**src/cfe_pkg.sv**
```systemverilog
`default_nettype none

package cfe_pkg;

  localparam logic [2:0] CMD_SET_CHAR = 3'd0;
  localparam logic [2:0] CMD_SET_ATTR = 3'd1;
  localparam logic [2:0] CMD_SET_FG   = 3'd2;
  localparam logic [2:0] CMD_SET_BG   = 3'd3;
  localparam logic [2:0] CMD_FILL     = 3'd4;
  localparam logic [2:0] CMD_CLEAR    = 3'd5;
  localparam logic [2:0] CMD_READ     = 3'd6;

  localparam logic CFG_IDX_WIDTH  = 1'b0;
  localparam logic CFG_IDX_HEIGHT = 1'b1;

  localparam logic [7:0] WIDTH_RESET  = 8'd80;
  localparam logic [6:0] HEIGHT_RESET = 7'd25;

  localparam logic [15:0] FG_KEEP_MASK = 16'h00F0;
  localparam logic [15:0] BG_KEEP_MASK = 16'h000F;

  localparam int QUEUE_DEPTH = 4;

endpackage

`default_nettype wire

```
**src/cfe_if.sv**
```systemverilog
`default_nettype none

interface cfe_req_if;
  logic              valid;
  logic              ready;
  logic [2:0]        cmd;
  logic signed [8:0] pos_x;
  logic signed [7:0] pos_y;
  logic signed [8:0] rect_width;
  logic signed [7:0] rect_height;
  logic [7:0]        char_code;
  logic [15:0]       attrib_word;
  logic [3:0]        color_nibble;

  modport source (
    output valid, cmd, pos_x, pos_y, rect_width, rect_height,
           char_code, attrib_word, color_nibble,
    input  ready
  );
  modport sink (
    input  valid, cmd, pos_x, pos_y, rect_width, rect_height,
           char_code, attrib_word, color_nibble,
    output ready
  );
endinterface


`default_nettype wire

```
**src/cfe_front.sv**
```systemverilog
`default_nettype none

module cfe_front #(
  parameter int MAX_COLS = 128,
  parameter int MAX_ROWS = 64,
  localparam int AW = $clog2(MAX_COLS * MAX_ROWS),
  localparam int CW = $clog2(MAX_COLS),
  localparam int RW = $clog2(MAX_ROWS),
  localparam int WW = $clog2(MAX_COLS + 1),
  localparam int HW = $clog2(MAX_ROWS + 1),
  localparam int EW = 3 + 1 + AW + CW + RW + WW + 8 + 16
) (
  input  wire logic          clk,
  input  wire logic          rst,
  cfe_req_if.sink            req,
  input  wire logic          cfg_we,
  input  wire logic          cfg_index,
  input  wire logic [7:0]    cfg_data,
  input  wire logic          hold,
  output logic               push_valid,
  input  wire logic          push_ready,
  output logic      [EW-1:0] push_data
);

  import cfe_pkg::*;

  typedef struct packed {
    logic [2:0]    op;
    logic          hit;
    logic [AW-1:0] addr;
    logic [CW-1:0] ncols;
    logic [RW-1:0] nrows;
    logic [WW-1:0] stride;
    logic [7:0]    char_code;
    logic [15:0]   attr;
  } entry_t;

  typedef struct packed {
    logic               ok;
    logic signed [11:0] lo;
    logic signed [11:0] hi;
  } span_t;

  function automatic span_t span(input logic signed [11:0] p,
                                 input logic signed [11:0] len,
                                 input logic signed [11:0] lim);
    logic signed [11:0] a;
    logic signed [11:0] b;
    span_t              s;
    if (len > 12'sd0) begin
      a = p;
      b = p + len - 12'sd1;
    end else begin
      a = p + len;
      b = p - 12'sd1;
    end
    if (a < 12'sd0) begin
      a = 12'sd0;
    end
    if (b > lim - 12'sd1) begin
      b = lim - 12'sd1;
    end
    s.ok = (len != 12'sd0) && (a <= b);
    s.lo = a;
    s.hi = b;
    return s;
  endfunction

  logic [7:0]         buffer_width;
  logic [6:0]         buffer_height;
  logic [WW-1:0]      eff_w;
  logic [HW-1:0]      eff_h;
  logic signed [11:0] px, py, lx, ly, lim_x, lim_y;
  span_t              xs, ys;
  logic               take;
  logic               advance;

  logic               b_valid;
  logic [2:0]         b_op;
  logic               b_hit;
  logic [CW-1:0]      b_x0;
  logic [RW-1:0]      b_y0;
  logic [CW-1:0]      b_ncols;
  logic [RW-1:0]      b_nrows;
  logic [WW-1:0]      b_stride;
  logic [7:0]         b_char;
  logic [15:0]        b_attr;
  logic [RW+WW-1:0]   row_off;
  entry_t             entry;

  always_ff @(posedge clk) begin
    if (rst) begin
      buffer_width  <= WIDTH_RESET;
      buffer_height <= HEIGHT_RESET;
    end else if (cfg_we) begin
      unique case (cfg_index)
        CFG_IDX_WIDTH:  buffer_width  <= cfg_data;
        CFG_IDX_HEIGHT: buffer_height <= cfg_data[6:0];
        default: ;
      endcase
    end
  end

  always_comb begin
    if (buffer_width == 8'd0) begin
      eff_w = WW'(1);
    end else if ({1'b0, buffer_width} > 9'(MAX_COLS)) begin
      eff_w = WW'(MAX_COLS);
    end else begin
      eff_w = WW'(buffer_width);
    end
    if (buffer_height == 7'd0) begin
      eff_h = HW'(1);
    end else if ({2'b0, buffer_height} > 9'(MAX_ROWS)) begin
      eff_h = HW'(MAX_ROWS);
    end else begin
      eff_h = HW'(buffer_height);
    end
  end

  always_comb begin
    px    = {{3{req.pos_x[8]}}, req.pos_x};
    py    = {{4{req.pos_y[7]}}, req.pos_y};
    lim_x = $signed(12'(eff_w));
    lim_y = $signed(12'(eff_h));
    if (req.cmd == CMD_FILL) begin
      lx = {{3{req.rect_width[8]}}, req.rect_width};
      ly = {{4{req.rect_height[7]}}, req.rect_height};
    end else begin
      lx = 12'sd1;
      ly = 12'sd1;
    end
    xs = span(px, lx, lim_x);
    ys = span(py, ly, lim_y);
  end

  assign advance   = !b_valid || push_ready;
  assign req.ready = !hold && advance;
  assign take      = req.valid && req.ready;

  always_ff @(posedge clk) begin
    if (rst) begin
      b_valid <= 1'b0;
    end else if (advance) begin
      b_valid <= take && (req.cmd <= CMD_READ);
    end
  end

  always_ff @(posedge clk) begin
    if (take) begin
      b_op     <= req.cmd;
      b_stride <= eff_w;
      b_char   <= req.char_code;
      if (req.cmd == CMD_SET_FG || req.cmd == CMD_SET_BG) begin
        b_attr <= {12'd0, req.color_nibble};
      end else begin
        b_attr <= req.attrib_word;
      end
      if (req.cmd == CMD_CLEAR) begin
        b_hit   <= 1'b1;
        b_x0    <= '0;
        b_y0    <= '0;
        b_ncols <= CW'(eff_w - WW'(1));
        b_nrows <= RW'(eff_h - HW'(1));
      end else begin
        b_hit   <= xs.ok && ys.ok;
        b_x0    <= xs.lo[CW-1:0];
        b_y0    <= ys.lo[RW-1:0];
        b_ncols <= CW'(xs.hi - xs.lo);
        b_nrows <= RW'(ys.hi - ys.lo);
      end
    end
  end

  assign row_off = (RW+WW)'(b_y0) * (RW+WW)'(b_stride);

  always_comb begin
    entry.op        = b_op;
    entry.hit       = b_hit;
    entry.addr      = AW'(row_off) + AW'(b_x0);
    entry.ncols     = b_ncols;
    entry.nrows     = b_nrows;
    entry.stride    = b_stride;
    entry.char_code = b_char;
    entry.attr      = b_attr;
  end

  assign push_valid = b_valid;
  assign push_data  = entry;

endmodule

`default_nettype wire

```
**src/flat_wrapper.sv**
```systemverilog
// flat-port wrapper written by rule: the top's interface ports become plain ports
module cfe_front_flat import cfe_pkg::*;
#(
  parameter int MAX_COLS = 128,
  parameter int MAX_ROWS = 64,
  localparam int AW = $clog2(MAX_COLS * MAX_ROWS),
  localparam int CW = $clog2(MAX_COLS),
  localparam int RW = $clog2(MAX_ROWS),
  localparam int WW = $clog2(MAX_COLS + 1),
  localparam int HW = $clog2(MAX_ROWS + 1),
  localparam int EW = 3 + 1 + AW + CW + RW + WW + 8 + 16
)
  (clk, rst, cfg_we, cfg_index, cfg_data, hold, push_valid, push_ready, push_data, req_valid, req_cmd, req_pos_x, req_pos_y, req_rect_width, req_rect_height, req_char_code, req_attrib_word, req_color_nibble, req_ready);
  cfe_req_if req_i ();
  input  wire logic clk;
  input  wire logic rst;
  input  wire logic cfg_we;
  input  wire logic cfg_index;
  input  wire logic [7:0] cfg_data;
  input  wire logic hold;
  output logic push_valid;
  input  wire logic push_ready;
  output logic      [EW-1:0] push_data;
  input wire logic [$bits(req_i.valid)-1:0] req_valid;
  input wire logic [$bits(req_i.cmd)-1:0] req_cmd;
  input wire logic [$bits(req_i.pos_x)-1:0] req_pos_x;
  input wire logic [$bits(req_i.pos_y)-1:0] req_pos_y;
  input wire logic [$bits(req_i.rect_width)-1:0] req_rect_width;
  input wire logic [$bits(req_i.rect_height)-1:0] req_rect_height;
  input wire logic [$bits(req_i.char_code)-1:0] req_char_code;
  input wire logic [$bits(req_i.attrib_word)-1:0] req_attrib_word;
  input wire logic [$bits(req_i.color_nibble)-1:0] req_color_nibble;
  output wire logic [$bits(req_i.ready)-1:0] req_ready;
  assign req_i.valid = req_valid;
  assign req_i.cmd = req_cmd;
  assign req_i.pos_x = req_pos_x;
  assign req_i.pos_y = req_pos_y;
  assign req_i.rect_width = req_rect_width;
  assign req_i.rect_height = req_rect_height;
  assign req_i.char_code = req_char_code;
  assign req_i.attrib_word = req_attrib_word;
  assign req_i.color_nibble = req_color_nibble;
  assign req_ready = req_i.ready;
  cfe_front #(.MAX_COLS(MAX_COLS), .MAX_ROWS(MAX_ROWS)) u_core (.clk(clk), .rst(rst), .req(req_i), .cfg_we(cfg_we), .cfg_index(cfg_index), .cfg_data(cfg_data), .hold(hold), .push_valid(push_valid), .push_ready(push_ready), .push_data(push_data));
endmodule
```
**config.mk**
```make
export PLATFORM = sky130hd
export DESIGN_NAME = cfe_front_flat
export DESIGN_NICKNAME = d
export VERILOG_FILES = /design/src/cfe_pkg.sv /design/src/cfe_if.sv /design/src/cfe_front.sv /design/src/flat_wrapper.sv
export SDC_FILE = /design/constraint.sdc
export NUM_CORES = 1
export LEC_CHECK = 0
export ABC_AREA = 1
export BUFFER_PORTS_ARGS = -buffer_cell sky130_fd_sc_hd__buf_2
export CORE_MARGIN = 3
export CORE_UTILIZATION = 60
export CTS_CLUSTER_SIZE = 30
export DETAILED_ROUTE_END_ITERATION = 10
export PLACE_DENSITY_LB_ADDON = 0.1
export RECOVER_POWER = 25
export SYNTH_ARGS = -nofsm -noshare
export SYNTH_HDL_FRONTEND = slang
export SYNTH_SLANG_ARGS = --single-unit
```
**constraint.sdc**
```tcl
create_clock -name clk -period 9.6 [get_ports clk]
set_input_delay 0.96 -clock clk [delete_from_list [all_inputs] [get_ports clk]]
set_output_delay 0.96 -clock clk [all_outputs]
set_load 0.01 [all_outputs]
```
# [Word level (Yosys, flattened, before mapping)]
# Cells that the tools add are included.
[classes] n_addsub=13 mul=1 order_cmp=11 eq_ne=4 muxes=17 n_bitwise=1 n_reduce_logical=16
[ops] operator="12-bit two-way mux" count=10
[ops] operator="12-bit by 1-bit greater-than comparator with 1-bit output, second input constant" count=2
[ops] operator="12-bit greater-than comparator" count=2
[ops] operator="12-bit <= comparator" count=2
[ops] operator="12-bit by 1-bit less-than comparator with 1-bit output, second input constant" count=2
[ops] operator="12-bit nonzero test" count=2
[ops] operator="12-bit by 2-bit subtractor with 12-bit output, second input constant" count=2
[ops] operator="7-bit two-way mux" count=3
[ops] operator="8-bit two-way mux" count=2
[ops] operator="13-bit by 7-bit adder with 13-bit output" count=1
[ops] operator="6-bit by 8-bit multiplier with 13-bit output" count=1
[ops] operator="8-bit by 12-bit adder with 12-bit output" count=1
[ops] operator="9-bit by 12-bit adder with 12-bit output" count=1
[ops] operator="9-bit by 2-bit subtractor with 10-bit output, second input constant" count=1
[ops] operator="8-bit by 1-bit subtractor with 9-bit output, second input constant" count=1
[ops] operator="8-bit by 2-bit subtractor with 9-bit output, second input constant" count=1
[ops] operator="8-bit greater-than comparator, second input constant" count=1
[ops] operator="8-bit logical NOT" count=1
[ops] operator="7-bit by 1-bit subtractor with 8-bit output, second input constant" count=1
[ops] operator="7-bit greater-than comparator, second input constant" count=1
[ops] operator="7-bit logical NOT" count=1
[ops] operator="7-bit by 1-bit subtractor with 7-bit output, second input constant" count=1
[ops] operator="7-bit subtractor" count=1
[ops] operator="3-bit by 2-bit equality test with 1-bit output, second input constant" count=2
[ops] operator="other kinds (11)" count=20
[totals] reg_bits=78 in_bits=80 output_inout_bits=64 word_cells=76

# [Longest topological paths before layout]
[logic_depth] word_depth=10 depth_mapped=48 depth_no_buf=47

# [Least setup slack after synthesis]
# Ideal clock, no wire load.
[synth_timing] kind="input port to flip-flop" start="in push_ready" end="reg u_core.b_attr[0], enable pin" setup_ps=575 t_arrival_ps=5594 t_required_ps=9025 slack_ps=3431 cell_stages=2 path_buffers=0 cell_sequence="nor2_1 nor3b_1"
[synth_via] elab_chain_len=3
[synth_rtl] element="start: declaration" line="flat_wrapper.sv:22" rtl="input wire logic push_ready;"
[synth_rtl] element="1-bit logical OR" line="cfe_front.sv:137" rtl="assign advance = !b_valid || push_ready;"
[synth_rtl] element="1-bit logical AND" line="cfe_front.sv:138" rtl="assign req.ready = !hold && advance;"
[synth_rtl] element="1-bit logical AND" line="cfe_front.sv:139" rtl="assign take = req.valid && req.ready;"
[synth_rtl] element="net u_core.take" line="cfe_front.sv:75" rtl="logic take;"
[synth_rtl] element="end signal: assignment" line="cfe_front.sv:155" rtl="b_attr <= {12'd0, req.color_nibble};"
[synth_rtl] element="end signal: assignment" line="cfe_front.sv:157" rtl="b_attr <= req.attrib_word;"
[synth_rtl] element="end: declaration" line="cfe_front.sv:87" rtl="logic [15:0] b_attr;"
# The timed path passes the listed nets, and every way through them passes these cells.
# A chain may end at the register's enable or synchronous reset.

# [Worst setup path in the final report]
[layout_timing] start="in req_cmd[2]" end="reg u_core.b_ncols[6], data pin"
[layout_via] elab_chain_len=9 word_cells_on_any_way=14 classes_between="add/sub (3); order compare (3); eq/ne (2); mux (6)"
[layout_rtl] element="start: declaration" line="flat_wrapper.sv:25" rtl="input wire logic [$bits(req_i.cmd)-1:0] req_cmd;"
[layout_rtl] element="3-bit equality test" line="cfe_front.sv:126" rtl="if (req.cmd == CMD_FILL) begin"
[layout_rtl] element="12-bit two-way mux" line="cfe_front.sv:126"
[layout_rtl] element="9-bit by 12-bit adder with 12-bit output" line="cfe_front.sv:52, cfe_front.sv:54"
[layout_rtl] element="12-bit by 2-bit subtractor with 12-bit output" line="cfe_front.sv:52" rtl="b = p + len - 12'sd1;"
[layout_rtl] element="12-bit two-way mux" line="cfe_front.sv:50" rtl="if (len > 12'sd0) begin"
[layout_rtl] element="12-bit greater-than comparator" line="cfe_front.sv:60" rtl="if (b > lim - 12'sd1) begin"
[layout_rtl] element="12-bit two-way mux" line="cfe_front.sv:60"
[layout_rtl] element="7-bit subtractor" line="cfe_front.sv:169" rtl="b_ncols <= CW'(xs.hi - xs.lo);"
[layout_rtl] element="7-bit two-way mux (*)" line="cfe_front.sv:159" rtl="if (req.cmd == CMD_CLEAR) begin"
[layout_rtl] element="end signal: assignment" line="cfe_front.sv:163" rtl="b_ncols <= CW'(eff_w - WW'(1));"
[layout_rtl] element="end signal: assignment" line="cfe_front.sv:169"
[layout_rtl] element="end: declaration" line="cfe_front.sv:83" rtl="logic [CW-1:0] b_ncols;"
# Every way passes the cells marked *; elsewhere a longest branch is shown, timed or not.

==> flow_metrics.tcl <==
set metrics [dict create \
    relSlewSlack_pct 48.2 \
    rsz0062_at_grt "no" \
    grt_pass1_vias 7483 \
    dpl.hpwl_mm 17.1 \
    postSynth.asyncResetShare_pct 0 \
    synth-xor-area-share_pct 3.52 \
    synth_edf_count 62 \
    grt_pass1_wl_mm 33.7 \
    die_x_um 128 \
    most-common-layout-cells "nand2_1, inv_1, nor2_1, buf_2, ha_1" \
    num_antenna_cells 0 \
    route.detailed.drc 0 \
    area_delta_synth_final_pct 12.6 \
    cts_tree "yes" \
    cts_resized 0 \
    start_util_pct 61.5 \
    place.gp.congestion 0.940 \
    synth_simple_gate_area_share_pct 27.0 \
    cts_setup_buffers 0 \
    root_buffer "clkbuf_16" \
    via_count 8221 \
    drt-pass1-iter-count 4 \
    cp-end-kind "register" \
    clk_pin_slew_worst_paths_ns 0.06 \
    die_h_um 128 \
    crit_slowest_cell "fa_1" \
    synth-compound-area-share_pct 10.7 \
    yosysWarnings 0 \
    total_power_mw 1.45 \
    skew_ns 0.00632 \
    arrival_ns 6.50 \
    required_ns 9.65 \
    cts.sinks 78 \
    viasPerCell 5.16 \
    path_class "input pin to register" \
    final_nets 1626 \
    grt_use_total_pct 24.7 \
    min_path_type "register to register" \
    cts_buffer_depth 2 \
    period_needed_ns 6.45 \
    synth_top_area_share_pct 20.8 \
    ctsHoldBuffers 0 \
    final_antenna_net_count 0 \
    ys_top_cells_by_area "edfxtp_1, ha_1, nand2_1" \
    grt_max_degree 64 \
    start_kind "input pin" \
    muxShareOfSynthArea_pct 0.112 \
    top_level_ports 144 \
    cpPeakStageDelay_ns 0.44 \
    coreArea_mm2 0.0146 \
    synth_area_mm2 0.00897 \
    cts-htree-levels 3 \
    worstMarginPinSlew_ns 0.774 \
    ys_types 53 \
    powerDensity_mw_per_mm2 144 \
    worstPathMaxFanout 18 \
    critical_path.most_common_cell "nand2_1" \
    layout_commonest_cell "nand2_1" \
    synth_top_family_by_area "simple AND/OR/NAND/NOR gates" \
    synth-seq-cells 78 \
    outcome "completed" \
    synth_fa_ha_area_share_pct 22.6 \
    clkLatencyLatePin_ns 0.34 \
    yosysSeqAreaShare_pct 24.3 \
    synth_area_leader_cell "edfxtp_1" \
    maxCapViolCount 0 \
    port_buffers 143 \
    fmax_mhz 155 \
    die-area_mm2 0.0165 \
    wl_per_cell_um 12.8 \
    fin_util_pct 69.2 \
    drive_gt1_share_pct 14.1 \
    grt-ovfl-total 0 \
    synth_cells 1262 \
    syn_avg_cell_area_um2 7.11 \
    drt-initial-drc-count 533 \
    rows 44 \
    setup_viol 0 \
    leakage_nw 5.51 \
    ir_drop_uv 111 \
    synthFlopType "edfxtp_1" \
    setup_tns_ns 0 \
    final_hold_viol_count 0 \
    cts_buffers 9 \
    post-route-period-util_pct 67.1 \
    wirelength_mm 20.4 \
    antenna_found_initial 0 \
    final-max-slew-violation-count 0 \
]
-- worst paths after layout --
kind | from | endpoint | slack (ns) | depth (start not counted)
max | req_cmd[2] | u_core.b_ncols[6] | 3.15 | 40
min | u_core.buffer_width[0] | u_core.buffer_width[0] | 0.49 | 2
max reg2reg | u_core.buffer_width[2] | u_core.b_ncols[6] | 4.48 | 31
min reg2reg | u_core.buffer_width[0] | u_core.buffer_width[0] | 0.49 | 2
-- power by group --
part           switching [mW]  internal, mW  total (mW)
sequential             0.0158         0.402       0.417
clock                   0.134         0.177       0.311
combinational           0.438         0.285       0.723
total                   0.588         0.863        1.45
-- kinds of logic (layout without fill, tap and decap cells) --
logic type      Yosys count  in the layout
buf+inv                 266            406
fa+ha+maj               143            143
mux                       1              1
compound gates          165            165
xor+xnor                 36             36
simple gates            571            571
flops                    78             78
other cells               2              8
-- area by class of cell --
| class | instances | area (um^2) |
|---|---|---|
| tap | 184 | 230 |
| inverter | 244 | 918 |
| multi-input combinational | 924 | 5770 |
| clock inverter | 6 | 47.5 |
| sequential | 78 | 2180 |
| timing repair buffer | 146 | 719 |
| clock buffer | 10 | 229 |
| fill | 1265 | 4490 |
-- layer usage --
layer  vias up  part of all wire, %  GRT usage (%)
met4         0                  2.1           6.80
met2       201                   47           42.0
met3        31                  4.7           3.08
met1      3690                   47           33.2
met5         -                    0              0
li1       4299                    -              -
-- metrics by stage --
step	instances	hold WS, ns	setup slack [ns]	cell area [um^2]
after floorplan	1268	0.444	3.43	8990
after global placement	1576	0.465	3.12	9840
after detailed placement	1576	0.480	2.90	9840
after CTS	1592	0.489	3.24	10100
after global routing	1592	0.529	2.48	10100
final	1592	0.492	3.15	10100
-- sequential cells by signal, indices dropped and copies added, names as in the netlist --
| register | flops |
|---|---|
| u_core.b_attr | 16 |
| u_core.b_char | 8 |
| u_core.b_hit | 1 |
| u_core.b_ncols | 7 |
| u_core.b_nrows | 6 |
| u_core.b_op | 3 |
| u_core.b_stride | 8 |
| u_core.b_x0 | 7 |
| u_core.b_y0 | 6 |
| u_core.buffer_height | 7 |
| u_core.buffer_width | 8 |
| u_core.push_valid | 1 |
-- cell usage after synthesis, types with 16 or more instances --
cell,number
nand2_1,310
inv_1,228
nor2_1,136
ha_1,111
edfxtp_1,62
nand3_1,61
o21ai_0,61
a21oi_1,54
fa_1,32
xor2_1,24
o21ai_1,19
nand4_1,17
dfxtp_1,16
-- worst max-delay path: cells and delay by family --
family                     cells  cell delay, ns
AOI/OAI and AO/OA              6            0.68
xor gates and xnor gates       1            0.15
and+or+nand+nor               18            2.15
buffers and inverters         10            1.08
adders and majority gates      5            1.44
Note: power is estimated with default switching activity, not from simulation.
