`src/cfe_queue.sv`:
```
`default_nettype none

module cfe_queue #(
  parameter int WIDTH = 32,
  parameter int DEPTH = 4,
  localparam int PW = $clog2(DEPTH),
  localparam int NW = $clog2(DEPTH + 1)
) (
  input  wire logic             clk,
  input  wire logic             rst,
  input  wire logic             push,
  input  wire logic [WIDTH-1:0] push_data,
  output logic                  full,
  input  wire logic             pop,
  output logic      [WIDTH-1:0] head_data,
  output logic                  empty
);

  logic [WIDTH-1:0] mem [DEPTH];
  logic [PW-1:0]    wr_ptr;
  logic [PW-1:0]    rd_ptr;
  logic [NW-1:0]    count;
  logic             do_push;
  logic             do_pop;

  assign full      = (count == NW'(DEPTH));
  assign empty     = (count == '0);
  assign do_push   = push && !full;
  assign do_pop    = pop && !empty;
  assign head_data = mem[rd_ptr];

  always_ff @(posedge clk) begin
    if (rst) begin
      wr_ptr <= '0;
      rd_ptr <= '0;
      count  <= '0;
    end else begin
      if (do_push) begin
        wr_ptr <= (wr_ptr == PW'(DEPTH - 1)) ? '0 : wr_ptr + 1'b1;
      end
      if (do_pop) begin
        rd_ptr <= (rd_ptr == PW'(DEPTH - 1)) ? '0 : rd_ptr + 1'b1;
      end
      if (do_push && !do_pop) begin
        count <= count + 1'b1;
      end else if (do_pop && !do_push) begin
        count <= count - 1'b1;
      end
    end
  end

  always_ff @(posedge clk) begin
    if (do_push) begin
      mem[wr_ptr] <= push_data;
    end
  end

endmodule

`default_nettype wire

```
`config.mk`:
```
export PLATFORM = sky130hd
export DESIGN_NAME = cfe_queue
export DESIGN_NICKNAME = d
export VERILOG_FILES = /design/src/cfe_queue.sv
export SDC_FILE = /design/constraint.sdc
export NUM_CORES = 1
export LEC_CHECK = 0
export ABC_CLOCK_PERIOD_IN_PS = 3300
export BUFFER_PORTS_ARGS = -buffer_cell sky130_fd_sc_hd__buf_2
export CORE_ASPECT_RATIO = 1.75
export CORE_MARGIN = 2
export CORE_UTILIZATION = 55
export CTS_BUF_LIST = sky130_fd_sc_hd__clkbuf_16
export CTS_CLUSTER_DIAMETER = 100
export CTS_CLUSTER_SIZE = 8
export DETAILED_ROUTE_END_ITERATION = 16
export GPL_TIMING_DRIVEN = 0
export PLACE_DENSITY = 0.77
export REMOVE_ABC_BUFFERS = 1
export SLEW_MARGIN = 20
export SYNTH_ARGS = -nofsm -noshare
export SYNTH_HDL_FRONTEND = slang
export SYNTH_SLANG_ARGS = --single-unit
```
`constraint.sdc`:
```
create_clock -name clk -period 3.3 [get_ports clk]
set_clock_uncertainty 0.15 [all_clocks]
set_input_delay 0.825 -clock clk [delete_from_list [all_inputs] [get_ports clk]]
set_output_delay 0.825 -clock clk [all_outputs]
set_load 0.005 [all_outputs]
```
After elaboration in Yosys (flattened, before gate mapping)
Memories as Yosys holds them, arrays and structs flattened. A register that Yosys moved wholly into a read port is not among the register bits. Index checks and enable logic that the tools add are counted.

$add $sub $neg: 4. Mux-type cells: 8. Shift-type cells: 0. Divide/modulo/power cells: 0. Eq/ne operators: 3. $mul: 0. Order comparisons: 0. Reductions and logical operators: 10. Bitwise gates (word level): 0.

Operators by type and width (number): 2-to-1 mux 2 bit (4); 2-to-1 mux 3 bit (2); adder 2 x 1 -> 2 bit (second input constant) (2); == test 2 bit (second input constant) (2); logical AND 1 bit (4); logical NOT 1 bit (4); adder 3 x 1 -> 3 bit (second input constant) (1); == test 3 bit (second input constant) (1); logical NOT 3 bit (1); subtractor 3 x 1 -> 3 bit (second input constant) (1); 2-to-1 mux 1 bit (2); nonzero test 2 bit (1).

Output and inout port bits: 34. Logic and storage cells: 29. Bits in registers: 7. Input port bits: 36. ROM bits: 0. Memories: 1. Bits in latches: 0. Memory bits (writable): 128.

Memory list: mem (words 4, bits a word 32, read ports 1, clocked after memory_dff 1, wr ports 1, line 19) `logic [WIDTH-1:0] mem [DEPTH];`.

Depth between registers and ports, before layout
Gate-level depths: netlist of the first run.

Depth in word-level cells: 7. Gate-level depth with buffers: 10. Depth with buffers taken out: 9.

Worst setup path before layout of the first run
Ideal clock, no wire load.

Path kind: input-to-reg. From: input port push. To: register count[2]. Cell stages on the path: 8. Buffers on the path: 0. Path slack: 803 ps. Data arrival time: 2277 ps. Cell sequence: inv_1 > nor2_2 > ha_1 > inv_1 > fa_1 > xor2_1 > or3_2 > a21oi_1.

Word-level cells in the longest chain between the ends: 4. Elaborated cells between the ends (all ways): 6. Those cells by class: mux (1); reduce/logical (5).

RTL lines: start, declared (line 11) `input wire logic push,`; logical AND 1 bit (*) (line 28) `assign do_push = push && !full;`; via do_push (line 23) `logic do_push;`; logical NOT 1 bit (line 46) `end else if (do_pop && !do_push) begin`; logical AND 1 bit (line 46); nonzero test 2 bit (no source line); end signal, assigned (line 45) `count <= count + 1'b1;`; end signal, assigned (line 47) `count <= count - 1'b1;`; end, declared (line 22) `logic [NW-1:0] count;`.

Mark *: on every way through the listed nets, which the timed path passes. The rest lies on a longest branch. A chain may end at the register's enable or synchronous reset.

==> results by group, run 1 <==
Run status
  • Run status: complete, no violations

Worst setup path
  • Crit. End Element: primary output
  • Flop2flop setup slack: 720 ps
  • Reg2Reg Depth: 9
  • WP data arrival: just under 2000 ps
  • R2R Path End: count[2]$_SDFFE_PP0P_
  • Kind of critical path: flop to primary output
  • Critical Path Sink: head_data[31]
  • Reg2reg start: count[0]$_SDFFE_PP0P_
  • CP Max Fanout: 32
  • Req. time, crit path: about 2300 ps
  • CP startpoint kind: flop

Routing
  • Initial DRC count: about 100
  • Post-DR vias/cell: approximately 5.5
  • Vias: 2344
  • First drt pass iteration count: 4
  • Drt drc: 0
  • Antenna Nets Post-Route: 0
  • Detailed Route WL: about 8.1 mm
  • DR WL/cell: 18.91 µm

Synthesis
  • Sequential area share after synthesis: 78.92%
  • Yosys warns: 0
  • Synthesized cell area: about 0.0051 mm²
  • Area fraction of the dominant cell type after synthesis: 75.39%
  • Synth cell types: 27
  • Adder-cell share of the synthesized area: approximately 1.9%
  • Multiplexer area fraction after synthesis: ~15%
  • Area contributors post-synth: edfxtp_1 75%, mux4_2 14%, dfxtp_1 3.5%
  • Synth Area per Inst: around 23 µm²
  • FF+latch count, synth: 137
  • Synth Area in Simple Gates: roughly 1.8%
  • Largest family of logic cells by synthesized area: multiplexers
  • Compound-cell area share of the yosys netlist: less than 1%
  • Gate Count Post-Synth: ~220
  • Post-Synth XOR/XNOR Area: less than 1%
  • Yosys top cell by area: edfxtp_1

Cells and area
  • Multi-input gate area: about 1000 µm²
  • Final Net Count: 340
  • Reg area: 0.004029 mm²
  • N_diodes: 0
  • Syn-to-layout area delta: 20.27%
  • Fillers: approximately 610
  • Post-route cell area: 0.006132 mm²
  • Post-route insts no fill: between 400 and 500
  • Fraction of layout cells with a size suffix above 1: between 40% and 50%

Die
  • Die Span Y: approximately 130 µm
  • Die Wd: about 77 µm
  • Initial Utilization: a little under three fifths
  • Core box area: between 0.009 and 0.01 mm²
  • DIE AREA: 0.01009 mm²
  • I/O Pins: 70
  • Num rows: 46

Clocking
  • Sink Count: 137
  • Post-CTS Setup Bufs: 0
  • CTS Hold Bufs: 0
  • Worst-path clk slew: roughly 50 ps
  • Post-CTS resize count: 0
  • Clk buf depth: 2
  • Clock Tree Root: clkbuf_16
  • Worst skew pair latency: around 410 ps
  • CTS tree: built
  • TritonCTS Buffers: 17
  • Max H-tree Level: 4

Timing
  • Pins Over Slew Limit: 0
  • Final min period: 2912 ps
  • Setup violations, final: 0
  • Unrepaired setup endpoints after global routing: false
  • Worst slew pin tran: 854.3 ps
  • Hold Vio Cnt, Final: 0
  • Final period utilization: between 80% and 90%
  • Headroom to the max-slew limit: between 40% and 50%
  • Hold slack final: roughly 360 ps
  • Max Clk Rate: approximately 340 MHz

Placed design
  • Placed insts: 398
  • I/O Buffers: 69
  • GPL Wtd Cong: around 0.65
  • Final HPWL DP: 4.758 mm
  • Placement Cell Area: 0.005565 mm²

Power and ir drop
  • Leakage power: ~2.1 nW
  • Pwr/cell area: roughly 790 mW/mm²
  • Worst IR drop on VDD: 0.5417 mV

Flow run
  • Max-cap violations: 0

Global routing
  • Largest net degree at the start of global routing: 33
  • Vias in the first global route: around 2500
  • Gr ovfl total: 0
  • Total Routing Usage GR: between 15 and 20%
  • Initial antenna violation count: 0
  • First-pass GRT wire length: 12.79 mm

Min path
  • Min-Delay Path Class: flop to flop
==> kinds of logic after synthesis <==
kind of cell	count (synthesis)
AO/OA/AOI/OAI	7
multiplexers	34
flip-flops	137
XOR/XNOR	2
adder cells (fa/ha/maj)	7
AND/OR/NAND/NOR	16
buffers and inverters	14
==> critical path: stages (launching register included) <==
cell     delay, ps
dfxtp_4        770
mux4_2         610
buf_2          140
==> power by group <==
| part | internal, mW | switching (mW) | total [mW] | leakage [nW] |
|---|---|---|---|---|
| clock network | 1.16 | 0.627 | 1.78 | 0.281 |
| registers | 2.11 | 0.142 | 2.25 | 1.25 |
| logic | 0.441 | 0.335 | 0.776 | 0.601 |
==> area by class of cell <==
type / instances / share of cell area [%]
Clock buffer: 17 / 6.937
Clock inverter: 15 / 2.306
Inverter: 5 / 0.3877
Multi-Input combinational cell: 66 / 16.26
Sequential cell: 137 / 65.70
Tap cell: 120 / 2.448
Timing Repair Buffer: 70 / 5.958
==> how the worst min path moves through the flow <==
stage / from / end / slack, ps / depth (start not counted)
global route: rd_ptr[0]$_SDFFE_PP0P_ / flop / 400 / 2
floorplan: rd_ptr[0]$_SDFFE_PP0P_ / flop / 310 / 2
global placement: rd_ptr[0]$_SDFFE_PP0P_ / rd_ptr[0]$_SDFFE_PP0P_ / 330 / 2
CTS: rd_ptr[0]$_SDFFE_PP0P_ / flop / 370 / 2
finish: rd_ptr[0]$_SDFFE_PP0P_ / flop / 360 / 2
detailed placement: rd_ptr[0]$_SDFFE_PP0P_ / flop / 360 / 2
==> stage by stage <==
step	utilization [%]	setup WS [ps]	setup TNS (ps)	total power, mW
floorplan	-	220.0	0	2.743
global placement	61.31	-502.0	-15310	3.066
detailed placement	61.59	514.8	0	3.087
CTS	67.86	314.9	0	4.876
global route	67.86	243.4	0	5.023
finish	67.86	387.7	0	4.814
==> placed cells by master, fill, tap and decap left out <==
cell / count
a21oi_1: 3
and3_2: 4
buf_12: 1
buf_2: 69
bufinv_16: 3
clkbuf_16: 17
clkinv_1: 7
clkinv_2: 2
clkinv_4: 1
clkinvlp_4: 1
dfxtp_1: 7
dfxtp_2: 1
dfxtp_4: 1
edfxtp_1: 128
fa_1: 1
ha_1: 6
inv_1: 6
mux2i_1: 2
mux4_2: 32
nand2_1: 1
nand3_1: 2
nor2_1: 3
nor2_2: 1
nor3_1: 2
o21ai_0: 1
o21ai_1: 1
o31ai_2: 2
or3_1: 1
or3_2: 1
or3b_1: 1
xor2_1: 2
==> per-layer routing <==
| layer | wire (µm) | part of all wire [%] | GRT usage, % | vias up |
|---|---|---|---|---|
| met5 | 0 | 0 | 0 | - |
| met4 | 106 | 1.3 | 9.091 | 0 |
| met3 | 344 | 4.2 | 5.769 | 9 |
| met2 | 4454 | 55 | 29.29 | 55 |
| met1 | 3228 | 40 | 20.06 | 1213 |
| li1 | - | - | - | 1067 |
==> cells in the mapped netlist (all sizes together) <==
master	instances
edfxtp	128
mux4	32
dfxtp	9
buf	8
ha	6
and3	4
inv	4
nor2	4
a21oi	3
mux2i	2
nand3	2
nor3	2
o21ai	2
o31ai	2
or3	2
xor2	2
clkbuf	1
clkinv	1
fa	1
nand2	1
or3b	1
==> state kept, by name (all words and copies together) (netlist names), named ones only <==
| register | cells |
|---|---|
| wr_ptr | 2 |
| mem | 128 |
| count | 3 |
| rd_ptr | 2 |
Note: power is estimated with default switching activity, not from simulation.
==> run 2, diff against run 1 <==
--- a/config.mk
+++ b/config.mk
@@ -14,7 +14,7 @@
 export CTS_CLUSTER_DIAMETER = 100
 export CTS_CLUSTER_SIZE = 8
 export DETAILED_ROUTE_END_ITERATION = 16
-export GPL_TIMING_DRIVEN = 0
+export GPL_TIMING_DRIVEN = 1
 export PLACE_DENSITY = 0.77
 export REMOVE_ABC_BUFFERS = 1
 export SLEW_MARGIN = 20
==> run 2 against run 1 <==
Compared with the run above:
- hold slack worse by 12 ps
- via count is 3.4% higher
- global-route usage is 2.0 points higher
- register-to-register slack hardly changed
- count of clock-buffer cells in the layout is 4 higher
- sequential share of layout area is 0.95 points lower
- sequential cell count stayed put
- first-iteration DRC count is 40% higher
- final area is 1.4% higher
- critical endpoint is now head_data[7]
- largest cell class unchanged
- largest power group unchanged
- highest routed layer unchanged
==> results by group, run 2 (same netlist as run 1, synthesis figures left out) <==
Run status
  • Run status: complete, no violations

Routing
  • Vias: 2424 (+3.4%)
  • Antenna Nets Post-Route: 0 (unchanged)
  • Drt drc: 0 (unchanged)
  • First drt pass iteration count: 4 (unchanged)
  • Post-DR vias/cell: 5.497 (+0.83%)
  • Detailed Route WL: 8.867 mm (+9.0%)
  • DR WL/cell: 20.11 µm (+6.3%)
  • Initial DRC count: 146 (+40%)

Timing
  • Final period utilization: 85.21% (-3.0 points)
  • Setup violations, final: 0 (unchanged)
  • TNS Setup: 0 ps (unchanged)
  • Final min period: 2812 ps (-100.4 ps)
  • Max Clk Rate: 355.6 MHz (+3.6%)
  • Pins Over Slew Limit: 0 (unchanged)
  • Headroom to the max-slew limit: 68.15% (+25 points)
  • Hold Vio Cnt, Final: 0 (unchanged)
  • Unrepaired setup endpoints after global routing: false
  • Hold slack final: 346.1 ps (-11.92 ps)
  • Worst slew pin tran: 477.8 ps (-376.5 ps)

Global routing
  • Vias in the first global route: 2645 (+4.4%)
  • Initial antenna violation count: 0 (unchanged)
  • First-pass GRT wire length: 14.27 mm (+12%)
  • Largest net degree at the start of global routing: 22 (-33%)
  • Gr ovfl total: 0 (unchanged)
  • Total Routing Usage GR: 19.62% (+2.0 points)

Clocking
  • Clk buf depth: 2 (unchanged)
  • Clock Tree Root: clkbuf_16
  • Worst-path clk slew: 60 ps (about the same)
  • Worst skew pair latency: 410 ps (about the same)
  • Max H-tree Level: 4 (unchanged)
  • Post-CTS resize count: 0 (unchanged)
  • Post-CTS Setup Bufs: 0 (unchanged)
  • CTS Hold Bufs: 0 (unchanged)
  • Sink Count: 137 (unchanged)
  • CTS tree: built
  • TritonCTS Buffers: 17 (unchanged)

Cells and area
  • Syn-to-layout area delta: 21.96%
  • Final core occ: 68.82% (+0.96 points)
  • N_diodes: 0 (unchanged)
  • Fillers: 585 (-3.5%)
  • Largest regs: mem: 128 flops, count: 3 flops
  • Commonest cells after routing, fill and taps aside: 128 x edfxtp_1, 69 x buf_2, 32 x mux4_2
  • Largest Register: mem
  • Commonest non-fill, non-tap cell in the layout: edfxtp_1
  • Fraction of layout cells with a size suffix above 1: 47.66% (+3.8 points)
  • Post-route insts no fill: 441 (+2.6%)
  • Multi-input gate area: 997.2 µm² (unchanged)
  • Largest register FFs: 128 (unchanged)
  • Reg area: 0.004026 mm² (about the same)
  • Final Net Count: 351 (+3.2%)

Worst setup path
  • Req. time, crit path: 2320 ps (about the same)
  • Reg2Reg Depth: 9 (unchanged)
  • CP startpoint kind: flop
  • CP Max Fanout: 21 (-34%)
  • WP data arrival: 1840 ps (-100 ps)
  • Crit. End Element: primary output
  • Kind of critical path: flop to primary output

Power and ir drop
  • Design Power: 4.876 mW (+1.3%)
  • Cell Int Power: 3.702 mW (-0.21%)
  • Worst IR drop on VDD: 0.5442 mV (+0.45%)
  • Leakage power: 2.209 nW (+3.7%)
  • Gate power share: 18.1% (+2.0 points)
  • Pwr/cell area: 784.1 mW/mm² (-0.13%)
  • Sw Pwr: 1.173 mW (+6.3%)
  • Clk pwr share: 37.1% (about the same)
  • Sequential fraction of design power: 44.8% (-2.0 points)
  • Sw Share: 24.06% (+1.1 points)

Min path
  • Min-Delay Path Depth: 2 (unchanged)
  • Min-Delay Path Class: flop to flop

Die
  • Initial Utilization: 56.42% (unchanged)
  • Die Span Y: 131.4 µm (unchanged)
  • DIE AREA: 0.01009 mm² (unchanged)
  • Core box area: 0.009036 mm² (unchanged)
  • I/O Pins: 70 (unchanged)
  • Die Wd: 76.78 µm (unchanged)
  • Num rows: 46 (unchanged)

Placed design
  • Placed insts: 409 (+2.8%)
  • I/O Buffers: 69 (unchanged)
  • GPL Wtd Cong: 0.7183 (+9.8%)
  • Final HPWL DP: 5.655 mm (+19%)

Flow run
  • Max-cap violations: 0 (unchanged)
[run 2: cell count changes in the layout (fill, tap and decap cells not counted), sizes merged]
cell and delta:
buf +11, clkbuf +4, clkinv -4, inv +4, bufinv -3, clkinvlp -1
[run 2: final timing paths]
check,start,to,slack [ps]
setup / recovery,flop,head_data[7],490
hold reg to reg,rd_ptr[0]$_SDFFE_PP0P_,flop,350
setup reg to reg,count[0]$_SDFFE_PP0P_,count[2]$_SDFFE_PP0P_,730
hold / removal,rd_ptr[0]$_SDFFE_PP0P_,flop,350
[run 2: power groups by stage]
stage	clock, mW	combinational, mW	sequential (mW)
2_1_floorplan	0	0.485	2.26
3_3_place_gp	0	0.882	2.20
3_5_place_dp	0	0.900	2.22
4_1_cts	1.83	0.908	2.19
5_1_grt	1.91	0.969	2.20
6_report	1.81	0.884	2.18
[run 2: worst max-delay path: stages, from the launching register on]
cell	delay [ps]
dfxtp_2	320
buf_4	380
mux4_2	580
buf_2	140
[run 2: stage by stage]
stage / setup WS (ps) / cell area, µm²
2_1_floorplan: 220.0 / 5045
3_3_place_gp: 606.2 / 5633
3_5_place_dp: 514.4 / 5633
4_1_cts: 438.4 / 6218
5_1_grt: 370.1 / 6218
6_report: 488.1 / 6218
[run 2: cell type report]
type	count	area share [%]
Clock buffer	21	8.451
Clock inverter	11	0.9658
Inverter	5	0.3823
Multi-Input combinational cell	66	16.04
Sequential cell	137	64.75
Tap cell	120	2.414
Timing Repair Buffer	81	7.002
[run 2: per-layer routing]
metal / up-vias / share of wire [%] / GRT usage (%)
met4: 0 / 1.9 / 7.778
met2: 61 / 54 / 32.85
met1: 1272 / 39 / 23.15
li1: 1081 / - / -
met5: - / 0 / 0
met3: 10 / 4.3 / 6.799
==> run 3, diff against run 2 <==
--- a/config.mk
+++ b/config.mk
@@ -5,6 +5,7 @@
 export SDC_FILE = /design/constraint.sdc
 export NUM_CORES = 1
 export LEC_CHECK = 0
+export ABC_AREA = 1
 export ABC_CLOCK_PERIOD_IN_PS = 3300
 export BUFFER_PORTS_ARGS = -buffer_cell sky130_fd_sc_hd__buf_2
 export CORE_ASPECT_RATIO = 1.75
==> run 3 against run 2 <==
Compared with the run above:
- via count grew 34%
- largest power group unchanged
- combinational power grew 41%
- die area grew 3.4%
- critical path type unchanged
==> results by group, run 3 <==
Synthesis
  • FF+latch count, synth: 137 (unchanged)
  • Area contributors post-synth: edfxtp_1 73%, nor2_1 5.8%, o22ai_1 3.8%
  • Area fraction of the dominant cell type after synthesis: 72.81% (-2.6 points)
  • Post-synth ARST share: 0% (unchanged)
  • Largest family of logic cells by synthesized area: compound AO/OA/AOI/OAI gates
  • Gate Count Post-Synth: 380 (+75%)
  • Yosys warns: 0 (unchanged)
  • Sequential area share after synthesis: 76.23% (-2.7 points)
  • Synth cell types: 21 (-22%)
  • Multiplexer area fraction after synthesis: 0% (-15 points)
  • Compound-cell area share of the yosys netlist: 10.14% (+9.2 points)
  • Synth Area per Inst: 13.89 µm² (-41%)
  • Adder-cell share of the synthesized area: 1.801% (-0.064 points)
  • Yosys top cell by area: edfxtp_1
  • Count of flip-flops with a built-in enable after synthesis: 128 (unchanged)
  • Top-count cell post-synth: edfxtp_1
  • Post-Synth XOR/XNOR Area: 0.1659% (-0.18 points)
  • Post-synth top cells: 128 x edfxtp_1, 81 x nor2_1, 37 x o21ai_0
  • Synth Area in Simple Gates: 7.253% (+5.4 points)
  • Synth Flop Type: edfxtp_1
  • Synthesized cell area: 0.005279 mm² (+3.5%)

Routing
  • Detailed Route WL: 10.09 mm (+14%)
  • Antenna Nets Post-Route: 0 (unchanged)
  • Initial DRC count: 223 (+53%)
  • DR WL/cell: 17.07 µm (-15%)
  • Drt drc: 0 (unchanged)
  • First drt pass iteration count: 4 (unchanged)
  • Vias: 3250 (+34%)
  • Post-DR vias/cell: 5.499 (about the same)

Die
  • Initial Utilization: 56.10% (-0.32 points)
  • I/O Pins: 70 (unchanged)
  • Die Wd: 78.06 µm (+1.7%)
  • Core box area: 0.009409 mm² (+4.1%)
  • Num rows: 47 (+2.2%)
  • DIE AREA: 0.01043 mm² (+3.4%)
  • Die Span Y: 133.6 µm (+1.7%)

Worst setup path
  • Req. time, crit path: 2320 ps (about the same)
  • Crit. End Element: primary output
  • Critical-path top delay cell: dfxtp_2
  • Slowest stage delay, CP: 810 ps (+230 ps)
  • CP startpoint kind: flop
  • Crit path buf inv count: 2 (unchanged)
  • CP Cell Sequence: inv_8, o21ai_1, o22ai_1, buf_2
  • CP Max Fanout: 64 (+200%)
  • Worst path top cell family by delay: flip-flops
  • Kind of critical path: flop to primary output
  • WP data arrival: 2030 ps (+190 ps)

Cells and area
  • Reg area: 0.004025 mm² (about the same)
  • Multi-input gate area: 0.001052 mm² (+5.5%)
  • Final Net Count: 498 (+42%)
  • Largest Register: mem
  • Commonest non-fill, non-tap cell in the layout: edfxtp_1
  • Syn-to-layout area delta: 18.51%
  • Largest register FFs: 128 (unchanged)
  • Fraction of layout cells with a size suffix above 1: 23.08% (-25 points)
  • Largest regs: mem: 128 flops, count: 3 flops
  • Commonest cells after routing, fill and taps aside: 128 x edfxtp_1, 77 x nor2_1, 69 x buf_2
  • Fillers: 679 (+16%)

Global routing
  • First-pass GRT wire length: 15.86 mm (+11%)
  • Initial antenna violation count: 1 (+1)
  • Vias in the first global route: 3356 (+27%)
  • Total Routing Usage GR: 20.43% (+0.81 points)
  • Gr ovfl total: 0 (unchanged)
  • Largest net degree at the start of global routing: 65 (+200%)

Placed design
  • Place WS: 708.9 ps (+194.5 ps)
  • GPL Wtd Cong: 0.7294 (+1.5%)
  • I/O Buffers: 69 (unchanged)
  • Final HPWL DP: 5.565 mm (-1.6%)

Min path
  • Min-Delay Path Class: flop to flop

Run status
  • Run status: complete, no violations

Power and ir drop
  • Leakage power: 2.313 nW (+4.7%)
  • Pwr/cell area: 832.3 mW/mm² (+6.2%)
  • Worst IR drop on VDD: 0.5588 mV (+2.7%)

Timing
  • Final worst slack: 296.4 ps (-191.8 ps)
  • Final min period: 3004 ps (+191.8 ps)
  • Hold Vio Cnt, Final: 0 (unchanged)
  • Max Clk Rate: 332.9 MHz (-6.4%)
  • Pins Over Slew Limit: 0 (unchanged)
  • Headroom to the max-slew limit: 50.67% (-17 points)
  • Worst slew pin tran: 740.0 ps (+262.2 ps)
  • TNS Setup: 0 ps (unchanged)
  • Unrepaired setup endpoints after global routing: false
  • Hold slack final: 396.9 ps (+50.77 ps)
  • Setup violations, final: 0 (unchanged)
  • Final period utilization: 91.02% (+5.8 points)

Flow run
  • Max-cap violations: 0 (unchanged)

Clocking
  • Clock Tree Root: clkbuf_16
  • CTS tree: built
  • Worst skew pair latency: 400 ps (about the same)
  • Post-CTS Setup Bufs: 0 (unchanged)
  • Worst-path clk slew: 60 ps (about the same)
  • Max H-tree Level: 4 (unchanged)
  • Sink Count: 137 (unchanged)
  • Post-CTS resize count: 0 (unchanged)
  • Clk buf depth: 2 (unchanged)
  • CTS Hold Bufs: 0 (unchanged)
  • TritonCTS Buffers: 17 (unchanged)
## run 3: cell types whose count changed in the layout (fill, tap and decap cells not counted), sizes merged, moves of 4 or more
| cell | change |
|---|---|
| o22ai | +32 |
| inv | +12 |
| mux4 | -32 |
| nor2 | +77 |
| and3 | -4 |
| nand2 | +13 |
| o21ai | +63 |
| buf | -6 |
| clkbuf | -4 |
## run 3: routing by layer
| metal | vias to the layer above | wire [µm] | GRT usage, % |
|---|---|---|---|
| met5 | - | 0 | 0 |
| met4 | 0 | 207 | 10.23 |
| met3 | 16 | 559 | 6.572 |
| met2 | 108 | 5658 | 35.68 |
| met1 | 1586 | 3661 | 21.94 |
| li1 | 1540 | - | - |
## run 3: final cells by class
cell class	count	area share, %
sequential	137	64.34
multi-input combinational	206	16.82
clock inverter	15	1.920
timing repair buffer	75	6.440
tap	122	2.440
inverter	18	1.200
antenna	1	0.04000
clock buffer	17	6.800
## run 3: final timing paths
path,start,slack (ps),endpoint,cells after the start
max,flop,300,head_data[4],4
min,wr_ptr[1]$_SDFFE_PP0P_,400,wr_ptr[1]$_SDFFE_PP0P_,2
max reg2reg,count[1]$_SDFFE_PP0P_,1010,count[1]$_SDFFE_PP0P_,9
min reg2reg,wr_ptr[1]$_SDFFE_PP0P_,400,wr_ptr[1]$_SDFFE_PP0P_,2
## run 3: report_power, final
group | total [mW] | internal, mW | switching (mW)
logic | 1.25 | 0.475 | 0.778
clock network | 1.71 | 1.08 | 0.632
registers | 2.24 | 2.13 | 0.113
total | 5.21 | 3.69 | 1.52
## run 3: through the flow
stage	instance area (µm²)	instances	util, %	power, mW
2_1_floorplan	5121	361	-	2.946
3_3_place_gp	5708	558	60.66	3.473
3_5_place_dp	5708	558	60.66	3.528
4_1_cts	6254	590	66.46	5.243
5_1_grt	6256	591	66.49	5.468
6_report	6256	591	66.49	5.207
## run 3: cells by family after synthesis
logic type,count (synthesis)
AOI/OAI and AO/OA,99
xor gates and xnor gates,1
adders and majority gates,7
buffers and inverters,37
DFF,137
and+or+nand+nor,99
## run 3: worst min-delay path: cells and delay by family, from the launching register on
family             cells  cell delay (ps)
DFF                    1              340
and+or+nand+nor        1               50
AOI/OAI and AO/OA      1              120
